## config.mk

```make
export PLATFORM = sky130hd
export DESIGN_NAME = calendar_date_stepper
export DESIGN_NICKNAME = d
export VERILOG_FILES = /design/src/rtl/cds_pkg.sv /design/src/rtl/cds_front.sv /design/src/rtl/cds_queue.sv /design/src/rtl/cds_back.sv /design/src/rtl/calendar_date_stepper.sv
export SDC_FILE = /design/constraint.sdc
export NUM_CORES = 1
export LEC_CHECK = 0
export ABC_AREA = 0
export ABC_CLOCK_PERIOD_IN_PS = 16300
export CAP_MARGIN = 20
export CORE_MARGIN = 3
export CORE_UTILIZATION = 49
export DETAILED_ROUTE_END_ITERATION = 10
export DONT_BUFFER_PORTS = 1
export MAX_ROUTING_LAYER = met4
export PLACE_DENSITY = 0.75
export RECOVER_POWER = 100
export SYNTH_ARGS = -nofsm -noshare
export SYNTH_HDL_FRONTEND = slang
export SYNTH_HIERARCHICAL = 1
export SYNTH_SLANG_ARGS = --single-unit
```

## constraint.sdc

```tcl
create_clock -name clk -period 16.3 [get_ports clk]
set_clock_uncertainty 0.2 [all_clocks]
set_input_delay 3.26 -clock clk [delete_from_list [all_inputs] [get_ports clk]]
set_output_delay 3.26 -clock clk [all_outputs]
set_load 0.01 [all_outputs]
```

## src/rtl/cds_pkg.sv

```systemverilog
// ----------------------------------------------------------------------------
// cds_pkg
// shared types, codes and calendar helpers for the date stepper
// ----------------------------------------------------------------------------
`default_nettype none

package cds_pkg;

  localparam int MAX_YEAR       = 9999;
  localparam int YEAR_FIELD_MAX = 16383;
  localparam int YEAR_CAP_INT   = (MAX_YEAR < YEAR_FIELD_MAX) ? MAX_YEAR : YEAR_FIELD_MAX;
  localparam logic [13:0] YEAR_CAP   = 14'(YEAR_CAP_INT);
  localparam logic [13:0] RESET_YEAR = 14'd2000;

  // divisibility by 25 through the modular inverse of 25 mod 2^14
  localparam logic [13:0] INV25     = 14'd7209;
  localparam logic [13:0] DIV25_LIM = 14'd655;

  localparam int QDEPTH = 2;
  localparam int QPTR_W = $clog2(QDEPTH);
  localparam int QCNT_W = $clog2(QDEPTH + 1);

  typedef enum logic [1:0] {
    ACT_FWD  = 2'd0,
    ACT_BWD  = 2'd1,
    ACT_LOAD = 2'd2
  } action_t;

  typedef enum logic [1:0] {
    UNIT_DAY   = 2'd0,
    UNIT_MONTH = 2'd1,
    UNIT_YEAR  = 2'd2
  } unit_t;

  typedef enum logic [1:0] {
    ST_OK       = 2'd0,
    ST_BAD_LOAD = 2'd1,
    ST_BOUND    = 2'd2
  } status_t;

  typedef enum logic [1:0] {
    CMD_NOP    = 2'd0,
    CMD_LOAD   = 2'd1,
    CMD_REJECT = 2'd2,
    CMD_STEP   = 2'd3
  } cmd_kind_t;

  typedef enum logic {
    BK_IDLE = 1'b0,
    BK_RUN  = 1'b1
  } back_state_t;

  typedef struct packed {
    cmd_kind_t   kind;
    logic        backward;
    unit_t       unit;
    logic [15:0] count;
    logic [4:0]  day;
    logic [3:0]  month;
    logic [13:0] year;
  } cmd_t;

  function automatic logic is_leap(input logic [13:0] y);
    logic [27:0] prod;
    logic        div25;
    prod  = 28'(y) * 28'(INV25);
    div25 = (prod[13:0] <= DIV25_LIM);
    return ((y[1:0] == 2'd0) && !div25) || ((y[3:0] == 4'd0) && div25);
  endfunction

  function automatic logic [4:0] month_len(input logic [3:0] m, input logic leap);
    logic [4:0] len;
    case (m)
      4'd1, 4'd3, 4'd5, 4'd7, 4'd8, 4'd10, 4'd12: len = 5'd31;
      4'd4, 4'd6, 4'd9, 4'd11: len = 5'd30;
      4'd2: len = leap ? 5'd29 : 5'd28;
      default: len = 5'd0;
    endcase
    return len;
  endfunction

endpackage

`default_nettype wire

```

## src/rtl/cds_front.sv

```systemverilog
// ----------------------------------------------------------------------------
// cds_front
// accepts input transactions, checks loads and classifies them into commands
// ----------------------------------------------------------------------------
`default_nettype none

module cds_front (
  input  wire logic           in_valid,
  output logic                in_ready,
  input  wire logic [1:0]     in_action,
  input  wire logic [1:0]     in_unit,
  input  wire logic [15:0]    in_count,
  input  wire logic [4:0]     in_load_day,
  input  wire logic [3:0]     in_load_month,
  input  wire logic [13:0]    in_load_year,
  input  wire logic           q_full,
  output logic                q_push,
  output cds_pkg::cmd_t       q_cmd
);

  logic       load_leap;
  logic [4:0] load_len;
  logic       load_good;
  logic       step_sel;

  assign in_ready  = !q_full;
  assign q_push    = in_valid && !q_full;

  assign load_leap = cds_pkg::is_leap(in_load_year);
  assign load_len  = cds_pkg::month_len(in_load_month, load_leap);
  assign load_good = (in_load_month >= 4'd1) && (in_load_month <= 4'd12) &&
                     (in_load_day != 5'd0) && (in_load_day <= load_len) &&
                     (in_load_year <= cds_pkg::YEAR_CAP);

  assign step_sel  = ((in_action == cds_pkg::ACT_FWD) || (in_action == cds_pkg::ACT_BWD)) &&
                     ((in_unit == cds_pkg::UNIT_DAY) || (in_unit == cds_pkg::UNIT_MONTH) ||
                      (in_unit == cds_pkg::UNIT_YEAR)) &&
                     (in_count != 16'd0);

  always_comb begin
    q_cmd.backward = (in_action == cds_pkg::ACT_BWD);
    q_cmd.unit     = cds_pkg::unit_t'(in_unit);
    q_cmd.count    = in_count;
    q_cmd.day      = in_load_day;
    q_cmd.month    = in_load_month;
    q_cmd.year     = in_load_year;
    if (in_action == cds_pkg::ACT_LOAD) begin
      q_cmd.kind = load_good ? cds_pkg::CMD_LOAD : cds_pkg::CMD_REJECT;
    end else if (step_sel) begin
      q_cmd.kind = cds_pkg::CMD_STEP;
    end else begin
      q_cmd.kind = cds_pkg::CMD_NOP;
    end
  end

endmodule

`default_nettype wire

```

## src/rtl/cds_queue.sv

```systemverilog
// ----------------------------------------------------------------------------
// cds_queue
// small register queue of commands between front and back
// ----------------------------------------------------------------------------
`default_nettype none

module cds_queue (
  input  wire logic           clk,
  input  wire logic           rst_n,
  input  wire logic           push,
  input  wire cds_pkg::cmd_t  push_cmd,
  output logic                full,
  input  wire logic           pop,
  output cds_pkg::cmd_t       pop_cmd,
  output logic                not_empty
);

  cds_pkg::cmd_t                   entry_r [cds_pkg::QDEPTH];
  logic [cds_pkg::QPTR_W-1:0]      wr_ptr_r, wr_ptr_nxt;
  logic [cds_pkg::QPTR_W-1:0]      rd_ptr_r, rd_ptr_nxt;
  logic [cds_pkg::QCNT_W-1:0]      fill_r, fill_nxt;
  logic                            do_pop;

  assign full      = (fill_r == cds_pkg::QCNT_W'(cds_pkg::QDEPTH));
  assign not_empty = (fill_r != '0);
  assign pop_cmd   = entry_r[rd_ptr_r];
  assign do_pop    = pop && not_empty;

  always_comb begin
    wr_ptr_nxt = wr_ptr_r;
    rd_ptr_nxt = rd_ptr_r;
    fill_nxt   = fill_r;
    if (push) begin
      wr_ptr_nxt = (wr_ptr_r == cds_pkg::QPTR_W'(cds_pkg::QDEPTH - 1)) ? '0 : wr_ptr_r + 1'b1;
    end
    if (do_pop) begin
      rd_ptr_nxt = (rd_ptr_r == cds_pkg::QPTR_W'(cds_pkg::QDEPTH - 1)) ? '0 : rd_ptr_r + 1'b1;
    end
    if (push && !do_pop) begin
      fill_nxt = fill_r + 1'b1;
    end else if (!push && do_pop) begin
      fill_nxt = fill_r - 1'b1;
    end
  end

  always_ff @(posedge clk) begin
    if (!rst_n) begin
      wr_ptr_r <= '0;
      rd_ptr_r <= '0;
      fill_r   <= '0;
    end else begin
      wr_ptr_r <= wr_ptr_nxt;
      rd_ptr_r <= rd_ptr_nxt;
      fill_r   <= fill_nxt;
    end
  end

  always_ff @(posedge clk) begin
    if (push) begin
      entry_r[wr_ptr_r] <= push_cmd;
    end
  end

endmodule

`default_nettype wire

```

## src/rtl/cds_back.sv

```systemverilog
// ----------------------------------------------------------------------------
// cds_back
// holds the date, runs commands one unit step per cycle, registers results
// ----------------------------------------------------------------------------
`default_nettype none

module cds_back (
  input  wire logic           clk,
  input  wire logic           rst_n,
  input  wire logic           q_valid,
  input  wire cds_pkg::cmd_t  q_cmd,
  output logic                q_pop,
  output logic                out_valid,
  input  wire logic           out_ready,
  output logic [4:0]          out_day_out,
  output logic [3:0]          out_month_out,
  output logic [13:0]         out_year_out,
  output logic [1:0]          out_status
);

  cds_pkg::back_state_t state_r, state_nxt;
  logic [4:0]           day_r, day_nxt;
  logic [3:0]           month_r, month_nxt;
  logic [13:0]          year_r, year_nxt;
  logic [15:0]          steps_r, steps_nxt;
  logic                 bwd_r, bwd_nxt;
  cds_pkg::unit_t       unit_r, unit_nxt;

  logic                 ovalid_r, ovalid_nxt;
  logic [4:0]           oday_r, oday_nxt;
  logic [3:0]           omonth_r, omonth_nxt;
  logic [13:0]          oyear_r, oyear_nxt;
  cds_pkg::status_t     ostat_r, ostat_nxt;

  logic                 cur_leap;
  logic [4:0]           cur_len;
  logic                 step_ok;
  logic [4:0]           s_day;
  logic [3:0]           s_month;
  logic [13:0]          s_year;

  assign cur_leap = cds_pkg::is_leap(year_r);
  assign cur_len  = cds_pkg::month_len(month_r, cur_leap);

  // one unit step on the held date
  always_comb begin
    step_ok = 1'b1;
    s_day   = day_r;
    s_month = month_r;
    s_year  = year_r;
    case (unit_r)
      cds_pkg::UNIT_DAY: begin
        if (!bwd_r) begin
          if (day_r < cur_len) begin
            s_day = day_r + 5'd1;
          end else if (month_r < 4'd12) begin
            s_month = month_r + 4'd1;
            s_day   = 5'd1;
          end else if (year_r < cds_pkg::YEAR_CAP) begin
            s_year  = year_r + 14'd1;
            s_month = 4'd1;
            s_day   = 5'd1;
          end else begin
            step_ok = 1'b0;
          end
        end else begin
          if (day_r > 5'd1) begin
            s_day = day_r - 5'd1;
          end else if (month_r > 4'd1) begin
            s_month = month_r - 4'd1;
            s_day   = cds_pkg::month_len(month_r - 4'd1, cur_leap);
          end else if (year_r != 14'd0) begin
            s_year  = year_r - 14'd1;
            s_month = 4'd12;
            s_day   = 5'd31;
          end else begin
            step_ok = 1'b0;
          end
        end
      end
      cds_pkg::UNIT_MONTH: begin
        if (!bwd_r) begin
          if (month_r < 4'd12) begin
            s_month = month_r + 4'd1;
          end else if (year_r < cds_pkg::YEAR_CAP) begin
            s_year  = year_r + 14'd1;
            s_month = 4'd1;
          end else begin
            step_ok = 1'b0;
          end
        end else begin
          if (month_r > 4'd1) begin
            s_month = month_r - 4'd1;
          end else if (year_r != 14'd0) begin
            s_year  = year_r - 14'd1;
            s_month = 4'd12;
          end else begin
            step_ok = 1'b0;
          end
        end
      end
      cds_pkg::UNIT_YEAR: begin
        if (!bwd_r) begin
          if (year_r < cds_pkg::YEAR_CAP) begin
            s_year = year_r + 14'd1;
          end else begin
            step_ok = 1'b0;
          end
        end else begin
          if (year_r != 14'd0) begin
            s_year = year_r - 14'd1;
          end else begin
            step_ok = 1'b0;
          end
        end
      end
      default: begin
        step_ok = 1'b1;
      end
    endcase
  end

  always_comb begin
    state_nxt  = state_r;
    day_nxt    = day_r;
    month_nxt  = month_r;
    year_nxt   = year_r;
    steps_nxt  = steps_r;
    bwd_nxt    = bwd_r;
    unit_nxt   = unit_r;
    ovalid_nxt = ovalid_r && !out_ready;
    oday_nxt   = oday_r;
    omonth_nxt = omonth_r;
    oyear_nxt  = oyear_r;
    ostat_nxt  = ostat_r;
    q_pop      = 1'b0;
    case (state_r)
      cds_pkg::BK_IDLE: begin
        if (q_valid && (!ovalid_r || out_ready)) begin
          q_pop      = 1'b1;
          oday_nxt   = day_r;
          omonth_nxt = month_r;
          oyear_nxt  = year_r;
          ostat_nxt  = cds_pkg::ST_OK;
          case (q_cmd.kind)
            cds_pkg::CMD_LOAD: begin
              day_nxt    = q_cmd.day;
              month_nxt  = q_cmd.month;
              year_nxt   = q_cmd.year;
              oday_nxt   = q_cmd.day;
              omonth_nxt = q_cmd.month;
              oyear_nxt  = q_cmd.year;
              ovalid_nxt = 1'b1;
            end
            cds_pkg::CMD_REJECT: begin
              ostat_nxt  = cds_pkg::ST_BAD_LOAD;
              ovalid_nxt = 1'b1;
            end
            cds_pkg::CMD_STEP: begin
              steps_nxt = q_cmd.count;
              bwd_nxt   = q_cmd.backward;
              unit_nxt  = q_cmd.unit;
              state_nxt = cds_pkg::BK_RUN;
            end
            default: begin
              ovalid_nxt = 1'b1;
            end
          endcase
        end
      end
      cds_pkg::BK_RUN: begin
        if (step_ok) begin
          day_nxt   = s_day;
          month_nxt = s_month;
          year_nxt  = s_year;
          steps_nxt = steps_r - 16'd1;
          if (steps_r == 16'd1) begin
            oday_nxt   = s_day;
            omonth_nxt = s_month;
            oyear_nxt  = s_year;
            ostat_nxt  = cds_pkg::ST_OK;
            ovalid_nxt = 1'b1;
            state_nxt  = cds_pkg::BK_IDLE;
          end
        end else begin
          steps_nxt  = 16'd0;
          oday_nxt   = day_r;
          omonth_nxt = month_r;
          oyear_nxt  = year_r;
          ostat_nxt  = cds_pkg::ST_BOUND;
          ovalid_nxt = 1'b1;
          state_nxt  = cds_pkg::BK_IDLE;
        end
      end
      default: begin
        state_nxt = cds_pkg::BK_IDLE;
      end
    endcase
  end

  always_ff @(posedge clk) begin
    if (!rst_n) begin
      state_r  <= cds_pkg::BK_IDLE;
      day_r    <= 5'd1;
      month_r  <= 4'd1;
      year_r   <= cds_pkg::RESET_YEAR;
      steps_r  <= 16'd0;
      ovalid_r <= 1'b0;
    end else begin
      state_r  <= state_nxt;
      day_r    <= day_nxt;
      month_r  <= month_nxt;
      year_r   <= year_nxt;
      steps_r  <= steps_nxt;
      ovalid_r <= ovalid_nxt;
    end
  end

  always_ff @(posedge clk) begin
    bwd_r    <= bwd_nxt;
    unit_r   <= unit_nxt;
    oday_r   <= oday_nxt;
    omonth_r <= omonth_nxt;
    oyear_r  <= oyear_nxt;
    ostat_r  <= ostat_nxt;
  end

  assign out_valid     = ovalid_r;
  assign out_day_out   = oday_r;
  assign out_month_out = omonth_r;
  assign out_year_out  = oyear_r;
  assign out_status    = ostat_r;

endmodule

`default_nettype wire

```

## src/rtl/calendar_date_stepper.sv

```systemverilog
// ----------------------------------------------------------------------------
// calendar_date_stepper
// gregorian date register that loads a date or steps it by days, months, years
//
//   channel  | handshake            | payload
//   ---------+----------------------+------------------------------------------
//   in_      | in_valid / in_ready  | action, unit, count, load_day/month/year
//   out_     | out_valid / out_ready| day_out, month_out, year_out, status
//
// a load, a rejected load or a no-op is answered from the idle state of the back end
// a step transaction applies one unit step per cycle to the date, stopping
// early when the year bound is hit
// out_valid rises at the earliest once the command has passed the queue and the output register
// synchronous active-low reset sets the date to 1/1/2000 and empties the queue
// a two-entry queue lets the front accept while the back end or output stalls
// ----------------------------------------------------------------------------
`default_nettype none

module calendar_date_stepper (
  input  wire logic        clk,
  input  wire logic        rst_n,
  input  wire logic        in_valid,
  output logic             in_ready,
  input  wire logic [1:0]  in_action,
  input  wire logic [1:0]  in_unit,
  input  wire logic [15:0] in_count,
  input  wire logic [4:0]  in_load_day,
  input  wire logic [3:0]  in_load_month,
  input  wire logic [13:0] in_load_year,
  output logic             out_valid,
  input  wire logic        out_ready,
  output logic [4:0]       out_day_out,
  output logic [3:0]       out_month_out,
  output logic [13:0]      out_year_out,
  output logic [1:0]       out_status
);

  logic          q_full;
  logic          q_push;
  cds_pkg::cmd_t q_in_cmd;
  logic          q_pop;
  cds_pkg::cmd_t q_out_cmd;
  logic          q_not_empty;

  cds_front u_front (
    .in_valid      (in_valid),
    .in_ready      (in_ready),
    .in_action     (in_action),
    .in_unit       (in_unit),
    .in_count      (in_count),
    .in_load_day   (in_load_day),
    .in_load_month (in_load_month),
    .in_load_year  (in_load_year),
    .q_full        (q_full),
    .q_push        (q_push),
    .q_cmd         (q_in_cmd)
  );

  cds_queue u_queue (
    .clk       (clk),
    .rst_n     (rst_n),
    .push      (q_push),
    .push_cmd  (q_in_cmd),
    .full      (q_full),
    .pop       (q_pop),
    .pop_cmd   (q_out_cmd),
    .not_empty (q_not_empty)
  );

  cds_back u_back (
    .clk           (clk),
    .rst_n         (rst_n),
    .q_valid       (q_not_empty),
    .q_cmd         (q_out_cmd),
    .q_pop         (q_pop),
    .out_valid     (out_valid),
    .out_ready     (out_ready),
    .out_day_out   (out_day_out),
    .out_month_out (out_month_out),
    .out_year_out  (out_year_out),
    .out_status    (out_status)
  );

endmodule

`default_nettype wire

```

# --- After elaboration in Yosys (flattened, before gate mapping) ---
# Memories as Yosys holds them, arrays and structs flattened. A register that Yosys moved wholly into a read port is not among the register bits.
# Index checks and enable logic that the tools add are counted.
word_totals:
  rom_bits: 0
  out_inout_bits: 27
  latch_bits: 0
  word_cells: 238
  mem_count: 1
  ram_bits: 88
  reg_bits: 73
memory_table:
  columns: ["name", "depth", "word_bits", "read_ports", "rd_clocked_by_memory_dff", "wr", "line", "text"]
  rows:
  - ["u_queue.entry_r", 2, 44, 1, 1, 1, "cds_queue.sv:18", "cds_pkg::cmd_t entry_r [cds_pkg::QDEPTH];"]
classes:
  n_shift: 0
  bitwise_logic: 1
  n_eq_ne: 51
  n_lt_le_gt_ge: 11
  n_addsub: 11
  n_div: 0
  mul: 2
  muxes: 95
  reduce_logical: 51
op_table:
  columns: ["op", "n"]
  rows:
  - ["14-bit two-way mux", 14]
  - ["5-bit two-way mux", 13]
  - ["4-bit equality test (second input constant)", 15]
  - ["14-bit case mux with 2 select lines", 2]
  - ["4-bit two-way mux", 13]
  - ["4-bit by 3-bit equality test with 1-bit output (second input constant)", 12]
  - ["16-bit two-way mux", 3]
  - ["5-bit case mux with 3 select lines", 3]
  - ["14-bit case mux with 3 select lines", 1]
  - ["16-bit case mux with 2 select lines", 1]
  - ["14-bit by 10-bit <= comparator with 1-bit output (second input constant)", 2]
  - ["14-bit by 13-bit multiplier with 14-bit output (second input constant)", 2]
  - ["1-bit two-way mux", 28]
  - ["4-bit by 2-bit equality test with 1-bit output (second input constant)", 6]
  - ["4-bit case mux with 2 select lines", 3]
  - ["7-bit OR reduction", 3]
  - ["5-bit case mux with 2 select lines", 2]
  - ["16-bit by 1-bit equality test with 1-bit output (second input constant)", 1]
  - ["1-bit logical AND", 16]
  - ["2-bit two-way mux", 8]
  - ["16-bit nonzero test", 1]
  - ["16-bit by 1-bit subtractor with 16-bit output (second input constant)", 1]
  - ["14-bit by 1-bit adder with 14-bit output (second input constant)", 1]
  - ["14-bit <= comparator (second input constant)", 1]
  - ["other kinds (36)", 70]

# --- Depth between registers and ports, before layout ---
# Gate-level depths: netlist (run 1).
logic_depth:
  ltp_word: 14
  depth_mapped: 23
  mapped_depth_nobuf: 23

# --- Cells and area by module ---
# Netlist (run 1), hierarchy kept.
modules_own_cells:
  columns: ["module", "area_per_inst_um2", "cells_per_inst", "n_inst"]
  rows:
  - ["cds_back", 7744.9, 1026, 1]
  - ["cds_queue", 3383.2, 159, 1]
  - ["cds_front", 1720.4, 211, 1]

# --- Worst setup path before layout (run 1) ---
# No wires, ideal clock.
synth_path:
  path_kind: "input -> register"
  from: "input port in_load_year[0]"
  to: "memory u_queue/entry_r[0][43] (netlist bit) (data pin)"
  path_stages: 22
  t_arrival_ps: 7403
  slack_ps: 8440
  setup_time_ps: 257
  t_required_ps: 15843
  path_cell_list: "fa_1 ha_1 ha_1 inv_1 fa_1 fa_1 inv_1 ha_1 o21ai_0 a21oi_1 a31oi_1 nor3_1 a311o_1 nand2_1 ha_1 nor2b_1 o21a_1 o21a_1 o21a_1 o22ai_1 a21o_1 nand2_1"
synth_rtl:
  columns: ["element", "line", "text"]
  rows:
  - ["from (decl)", "calendar_date_stepper.sv:29", "input wire logic [13:0] in_load_year,"]
  - ["to (decl)", "cds_queue.sv:18", null]

==> flow_metrics.env, run 1 <==
export IMPL_run_status="finished, violations left"
export IMPL_violations="capacitance limit, slew limit"
export IMPL_rows=58
export IMPL_reg2reg_depth=16
export IMPL_track_usage_pct=25.4
export IMPL_cts_buffers=17
export IMPL_max_slew_margin_pct=-34.1
export IMPL_sw_frac_of_total_pct=48.9
export IMPL_pwr_density_cell_nw_per_um2=220
export IMPL_seqPwrFrac_pct=24.8
export IMPL_synth_fp_nets=1566
export IMPL_io_pin_count=74
export IMPL_clkPwrFrac_pct=14.5
export IMPL_async_flop_share_pct=0
export IMPL_place_congestion=0.973
export IMPL_cellLeakagePower_uw=0.00503
export IMPL_cp_max_fo=8
export IMPL_rsz0062_at_grt="false"
export IMPL_critPathSlowestCell="fa_1"
export IMPL_r2r_start="u_back/month_r[0]$_SDFFE_PN1P_"
export IMPL_cts_hold_buf=0
export IMPL_switching_power_uw=1430
export IMPL_hp_class="flop to flop"
export IMPL_synth_cell_area_sq_um=12800
export IMPL_reg2reg_to="u_back/out_day_out[2]$_DFFE_PP_"
export IMPL_fin_crit_sh_pct=47.5
export IMPL_grt_pass1_vias=10476
export IMPL_vias_per_cell=6.54
export IMPL_synthDistinctLibCells=95
export IMPL_port_buffers=0
export IMPL_hpwlAfterDp_mm=24.5
export IMPL_cts_buffer_depth=2
export IMPL_critPathMaxStageDelay_ns=0.56
export IMPL_die_h_microns=168
export IMPL_synth_edf_count=116
export IMPL_yosysWarnings=6
export IMPL_core_sq_um=25500
export IMPL_cts_tree="done"
export IMPL_vias=10796
export IMPL_wire_per_inst_microns=21.4
export IMPL_min_period_ns=7.74
export IMPL_hold_viol=0
export IMPL_syn_inst=1396
export IMPL_start_util_pct=50.4
export IMPL_final_nets=1478
export IMPL_hold_slack_ns=0.290
export IMPL_dr_pass1_iters=5
export IMPL_ir_drop_mv=0.117
export IMPL_clkTransAtPathRegs_ns=0.08
export IMPL_power_frac_comb_pct=60.6
export IMPL_instances_no_fill=1651
export IMPL_startpoint_type="input port"
export IMPL_pre_cts_ws_ns=8.14
export IMPL_post_route_drc_count=0
export IMPL_cts_resized=0
export IMPL_path_buf_inv=2
export IMPL_finalSetupViolCount=0
export IMPL_place_inst=1618
export IMPL_p_int_uw=1500
export IMPL_whs_endpoint="u_back/steps_r[5]$_SDFFE_PN0P_"
export IMPL_final_cell_mix="edfxtp_1 (116), nand2_1 (107), ha_1 (101)"
export IMPL_cts_htree_levels=4
export IMPL_path_class="input port to flop"
export IMPL_die_w_microns=168
export IMPL_final_common_cell="edfxtp_1"
export IMPL_syn2layout_area_growth_pct=3.99
export IMPL_required_ns=16.37
export IMPL_reg2reg_slack_ns=9.42
export IMPL_crit_family="adder cells"
export IMPL_synthFlopType="edfxtp_1"
export IMPL_end_kind="flop"
export IMPL_insertion_delay_ns=0.44
export IMPL_cp_data_arrival_time_ns=7.81
export IMPL_drive_gt1_share_pct=8.78
export IMPL_layout_setup_ws_ns=8.56
export IMPL_antenna_found_initial=0
export IMPL_grt_pass1_wl_mm=56.3
export IMPL_min_from="u_back/steps_r[5]$_SDFFE_PN0P_"
export IMPL_hold_depth=2
export IMPL_drtIter0Drc=1360
export IMPL_syn_area_per_cell_sq_um=9.20
export IMPL_tns_ns=0
export IMPL_cap_violations=5
export IMPL_power_total_uw=2930
export IMPL_post_cts_buffers=0
export IMPL_cp_common_cell="ha_1"
export IMPL_diodes=0
export IMPL_cts_root_buf="clkbuf_16"
export IMPL_grt_overflow_total=0
export IMPL_max_freq_ghz=0.129
export IMPL_drv_slew=157
export IMPL_dieArea_sq_um=28200
export IMPL_grt_max_degree=53
export IMPL_synth_seq_area_share_pct=34.3
export IMPL_tightest_slew_ns=2.01
export IMPL_clock_sinks=162
export IMPL_ant_nets=0
export IMPL_drt_total_wl_mm=35.4
export IMPL_ys_ff_latch=162
export IMPL_cp_cell_sequence="fa_1, ha_1, ha_1, inv_1, fa_1, fa_1, inv_1, ha_1, o21ai_0, a21oi_1, a31oi_1, nor3_1, a311o_1, nand2_1, ha_1, nor2b_1, o21a_1, o21a_1, o21a_1, o22ai_1, nand2_1, o21ai_0"
[power by group through the flow]
stage               combinational (uW)  clock (uW)  sequential [uW]
floorplan                         1400           0              649
global placement                  1690           0              732
detailed placement                1750           0              734
CTS                               1770         435              726
global route                      1980         450              743
finish                            1780         427              728
[registers in the layout (all words and copies together), names as in the netlist, 4 cells and up, named ones only]
name and flops:
u_back/out_month_out 4, u_back/out_day_out 5, u_back/steps_r 16, u_back/day_r 5
u_back/year_r 14, u_back/month_r 4, u_back/out_year_out 14, u_queue/entry_r 88
[layout make-up]
cell class	count	area, sq um
clock inverters	15	230
repair buffers	22	163
fillers	2241	12100
inverters	90	338
clock buffers	17	425
well taps	330	413
multi-input cells	1015	7390
flip-flops and latches	162	4400
[worst max-delay path by stage]
stage / startpoint / to / slack (ns) / depth (start not counted)
4_1_cts: in_load_year[0] / u_queue/entry_r[0][42]$_DFFE_PP_ / 8.57 / 22
3_5_place_dp: in_load_year[0] / u_queue/entry_r[0][42]$_DFFE_PP_ / 8.14 / 22
6_report: in_load_year[0] / u_queue/entry_r[0][42]$_DFFE_PP_ / 8.56 / 22
2_1_floorplan: in_load_year[0] / u_queue/entry_r[0][43]$_DFFE_PP_ / 8.44 / 22
5_1_grt: in_load_year[0] / u_queue/entry_r[0][42]$_DFFE_PP_ / 8.27 / 22
3_3_place_gp: in_load_year[0] / u_queue/entry_r[0][43]$_DFFE_PP_ / 8.26 / 22
[synthesized netlist by cell type (15+ instances only)]
library cell / n / share of area (%)
xor2_1: 16 / 1.1
mux2_2: 47 / 4.1
a31oi_1: 22 / 1.1
inv_1: 88 / 2.6
dfxtp_1: 46 / 7.2
nand2_1: 107 / 3.1
fa_1: 22 / 3.4
clkbuf_1: 64 / 1.9
nor3_1: 45 / 1.8
o21ai_0: 79 / 3.1
ha_1: 101 / 9.8
xnor2_1: 38 / 2.6
a22oi_1: 15 / 0.88
nor2_1: 97 / 2.8
buf_4: 44 / 2.6
edfxtp_1: 116 / 27
nor4_1: 22 / 1.1
a211oi_1: 16 / 0.93
nand3_1: 39 / 1.5
a21oi_1: 89 / 3.5
[cells by family after synthesis]
group / share of synthesized area (%)
AND/OR/NAND/NOR: 15.3
AO/OA/AOI/OAI: 20.4
buffers and inverters: 7.94
flip-flops: 34.3
adder cells (fa/ha/maj): 13.3
multiplexers: 4.98
XOR/XNOR: 3.86
[stage by stage]
step | instance area (sq um) | utilization, %
after CTS | 13400 | 52.7
after detailed placement | 12800 | 50.1
after global routing | 13400 | 52.5
after floorplan | 12800 | -
final | 13400 | 52.5
after global placement | 12700 | 50.0
[per-layer routing]
metal	up-vias	global-route usage (%)	routed length (microns)
met4	0	9.36	1120
met2	587	39.6	16300
li1	4944	-	-
met5	-	-	0
met3	85	4.58	3380
met1	5180	33.3	14500
[tightest hold or removal path: stages, from the launching register on]
cell     delay [ns]
dfxtp_1        0.32
o21ai_0        0.07
a21oi_1        0.06
No activity file was read; power rests on OpenSTA's default activity.
==> run 2: changes to the inputs <==
Settings changed: ABC_AREA 0 to 1, ABC_CLOCK_PERIOD_IN_PS 16300 to 6900, PLACE_DENSITY 0.75 to 0.77.
Clock period 16.3 ns to 6.9 ns, I/O delays scaled along.
==> run 2 against run 1 <==
Net effect: the run still ends with capacitance limit, slew limit left; synthesized cell count grew 27%; sequential share of layout area shrank 1.6 points; design area grew 5.0%; clock-buffer cell count is the same; critical path depth grew 4; first-iteration DRC count shrank 9.3%; via count grew 8.2%; cell count grew 24%.
==> flow_metrics.env, run 2 <==
export IMPL_yosys_area_top_type_share_pct=25.8
export IMPL_drive_gt1_share_pct=6.97
export IMPL_cp_data_arrival_time_ns=6.33
export IMPL_final_common_cell="nand2_1"
export IMPL_critPathSlowestCell="dfxtp_1"
export IMPL_cts_hold_buf=0
export IMPL_cts_htree_levels=4
export IMPL_max_freq_ghz=0.162
export IMPL_insertion_delay_ns=0.44
export IMPL_antenna_found_initial=0
export IMPL_ant_nets=0
export IMPL_diodes=0
export IMPL_cts_root_buf="clkbuf_16"
export IMPL_layout_setup_ws_ns=0.723
export IMPL_synth_cell_area_sq_um=13500
export IMPL_nFillCells=2514
export IMPL_final_nets=1864
export IMPL_cts_resized=0
export IMPL_grt_max_degree=68
export IMPL_ys_ff_latch=162
export IMPL_clock_sinks=162
export IMPL_rows=60
export IMPL_synthDistinctLibCells=53
export IMPL_largest_reg_flops=88
export IMPL_rsz0062_at_grt="false"
export IMPL_cap_violations=3
export IMPL_register_area_sq_um=4410
export IMPL_synthFlopType="edfxtp_1"
export IMPL_vias_per_cell=5.71
export IMPL_synth_fp_nets=1940
export IMPL_syn2layout_area_growth_pct=3.92
export IMPL_hpwlAfterDp_mm=24.5
export IMPL_synth_top_cell_by_area="edfxtp_1"
export IMPL_clkTransAtPathRegs_ns=0.08
export IMPL_die_w_microns=172
export IMPL_cts_buffers=17
export IMPL_finalSetupViolCount=0
export IMPL_drv_slew=135
export IMPL_grt_pass1_vias=10871
export IMPL_min_period_ns=6.18
export IMPL_drtIter0Drc=1234
export IMPL_fin_crit_sh_pct=89.5
export IMPL_cts_tree="done"
export IMPL_cp_max_fo=27
export IMPL_regMostFlops="u_queue/entry_r"
export IMPL_final_cell_mix="nand2_1 (402), inv_1 (214), nor2_1 (143)"
export IMPL_synth_area_leaders="edfxtp_1 (26%), nand2_1 (11%), ha_1 (9.4%)"
export IMPL_yosysWarnings=6
export IMPL_grt_overflow_total=0
export IMPL_drt_total_wl_mm=34.8
export IMPL_track_usage_pct=24.1
export IMPL_post_route_drc_count=0
export IMPL_run_status="finished, violations left"
export IMPL_hold_viol=0
export IMPL_dieArea_sq_um=29600
export IMPL_wire_per_inst_microns=17.0
export IMPL_core_sq_um=27000
export IMPL_place_congestion=1.04
export IMPL_path_class="flop to flop"
export IMPL_startpoint_type="flop"
export IMPL_syn_area_per_cell_sq_um=7.63
export IMPL_crit_family="adder cells"
export IMPL_violations="capacitance limit, slew limit"
export IMPL_required_ns=7.05
export IMPL_async_flop_share_pct=0
export IMPL_tightest_slew_ns=3.23
export IMPL_post_cts_buffers=0
export IMPL_cts_buffer_depth=2
export IMPL_tns_ns=0
export IMPL_instances_no_fill=2048
export IMPL_vias=11685
export IMPL_synth_seq_area_share_pct=32.6
export IMPL_path_buf_inv=4
export IMPL_max_slew_margin_pct=-115
export IMPL_synthTopCellsByCount="nand2_1 (400), inv_1 (214), nor2_1 (144), o21ai_0 (139), nand3_1 (125)"
export IMPL_critPathMaxStageDelay_ns=0.62
export IMPL_syn_inst=1770
export IMPL_port_buffers=0
export IMPL_multi_input_area_sq_um=7510
export IMPL_end_kind="flop"
export IMPL_synth_edf_count=116
export IMPL_hp_class="flop to flop"
export IMPL_die_h_microns=172
export IMPL_dr_pass1_iters=6
export IMPL_reg_top3="u_queue/entry_r (88), u_back/steps_r (16)"
export IMPL_cp_common_cell="nand2_1"
export IMPL_synth_most_common_cell="nand2_1"
export IMPL_io_pin_count=74
export IMPL_grt_pass1_wl_mm=55.8
export IMPL_place_inst=2015
export IMPL_start_util_pct=49.9
export IMPL_pre_cts_ws_ns=1.02
==> run 2: per-stage QoR <==
stage	util (%)	hold WS, ns	area [sq um]
2_1_floorplan	-	0.267	13500
3_3_place_gp	49.6	0.278	13400
3_5_place_dp	49.6	0.285	13400
4_1_cts	52.0	0.302	14000
5_1_grt	51.9	0.341	14000
6_report	51.9	0.300	14000
==> run 2: cells by family (layout without fill, tap and decap cells) <==
group                      after synthesis  count (layout)  share of synthesized area (%)
DFF                                    162             162                           32.6
buffers and inverters                  345             282                           11.6
AOI/OAI and AO/OA                      292             292                           11.7
muxes                                   44              44                           4.78
xor gates and xnor gates                43              43                           2.79
adders and majority gates              123             123                           12.6
and+or+nand+nor                        761             761                           23.9
==> run 2: layout make-up <==
| type | instances | share of cell area [%] |
|---|---|---|
| clock buffer | 17 | 3.03 |
| clock inverter | 15 | 1.61 |
| inverter | 224 | 5.99 |
| multi-input combinational | 1263 | 53.5 |
| sequential | 162 | 31.4 |
| tap | 341 | 3.04 |
| timing repair buffer | 26 | 1.39 |
==> run 2: worst paths after layout <==
check	cells after the start	from	slack, ns	to
min reg2reg	2	u_queue/rd_ptr_r$_SDFFE_PN0P_	0.30	u_queue/rd_ptr_r$_SDFFE_PN0P_
max	26	u_back/year_r[1]$_SDFFE_PN0P_	0.72	u_back/year_r[13]$_SDFFE_PN0P_
max reg2reg	26	u_back/year_r[1]$_SDFFE_PN0P_	0.72	u_back/year_r[13]$_SDFFE_PN0P_
min	2	u_queue/rd_ptr_r$_SDFFE_PN0P_	0.30	u_queue/rd_ptr_r$_SDFFE_PN0P_
==> run 2: routing by layer <==
layer	part of all wire, %	global-route usage [%]	up-vias
met1	41	30.5	5352
li1	-	-	5682
met5	0	-	-
met4	2.2	6.80	0
met2	48	39.7	583
met3	8.6	4.60	68
==> run 2: worst min-delay path, delay by kind of cell (launching register included) <==
family        cells  cell delay (ns)
flops             1             0.33
simple gates      2             0.14
Power of run 2 is left out: the tool's default activity adds up to more than one toggle a clock period on the data nets, which glitch-free logic cannot reach.
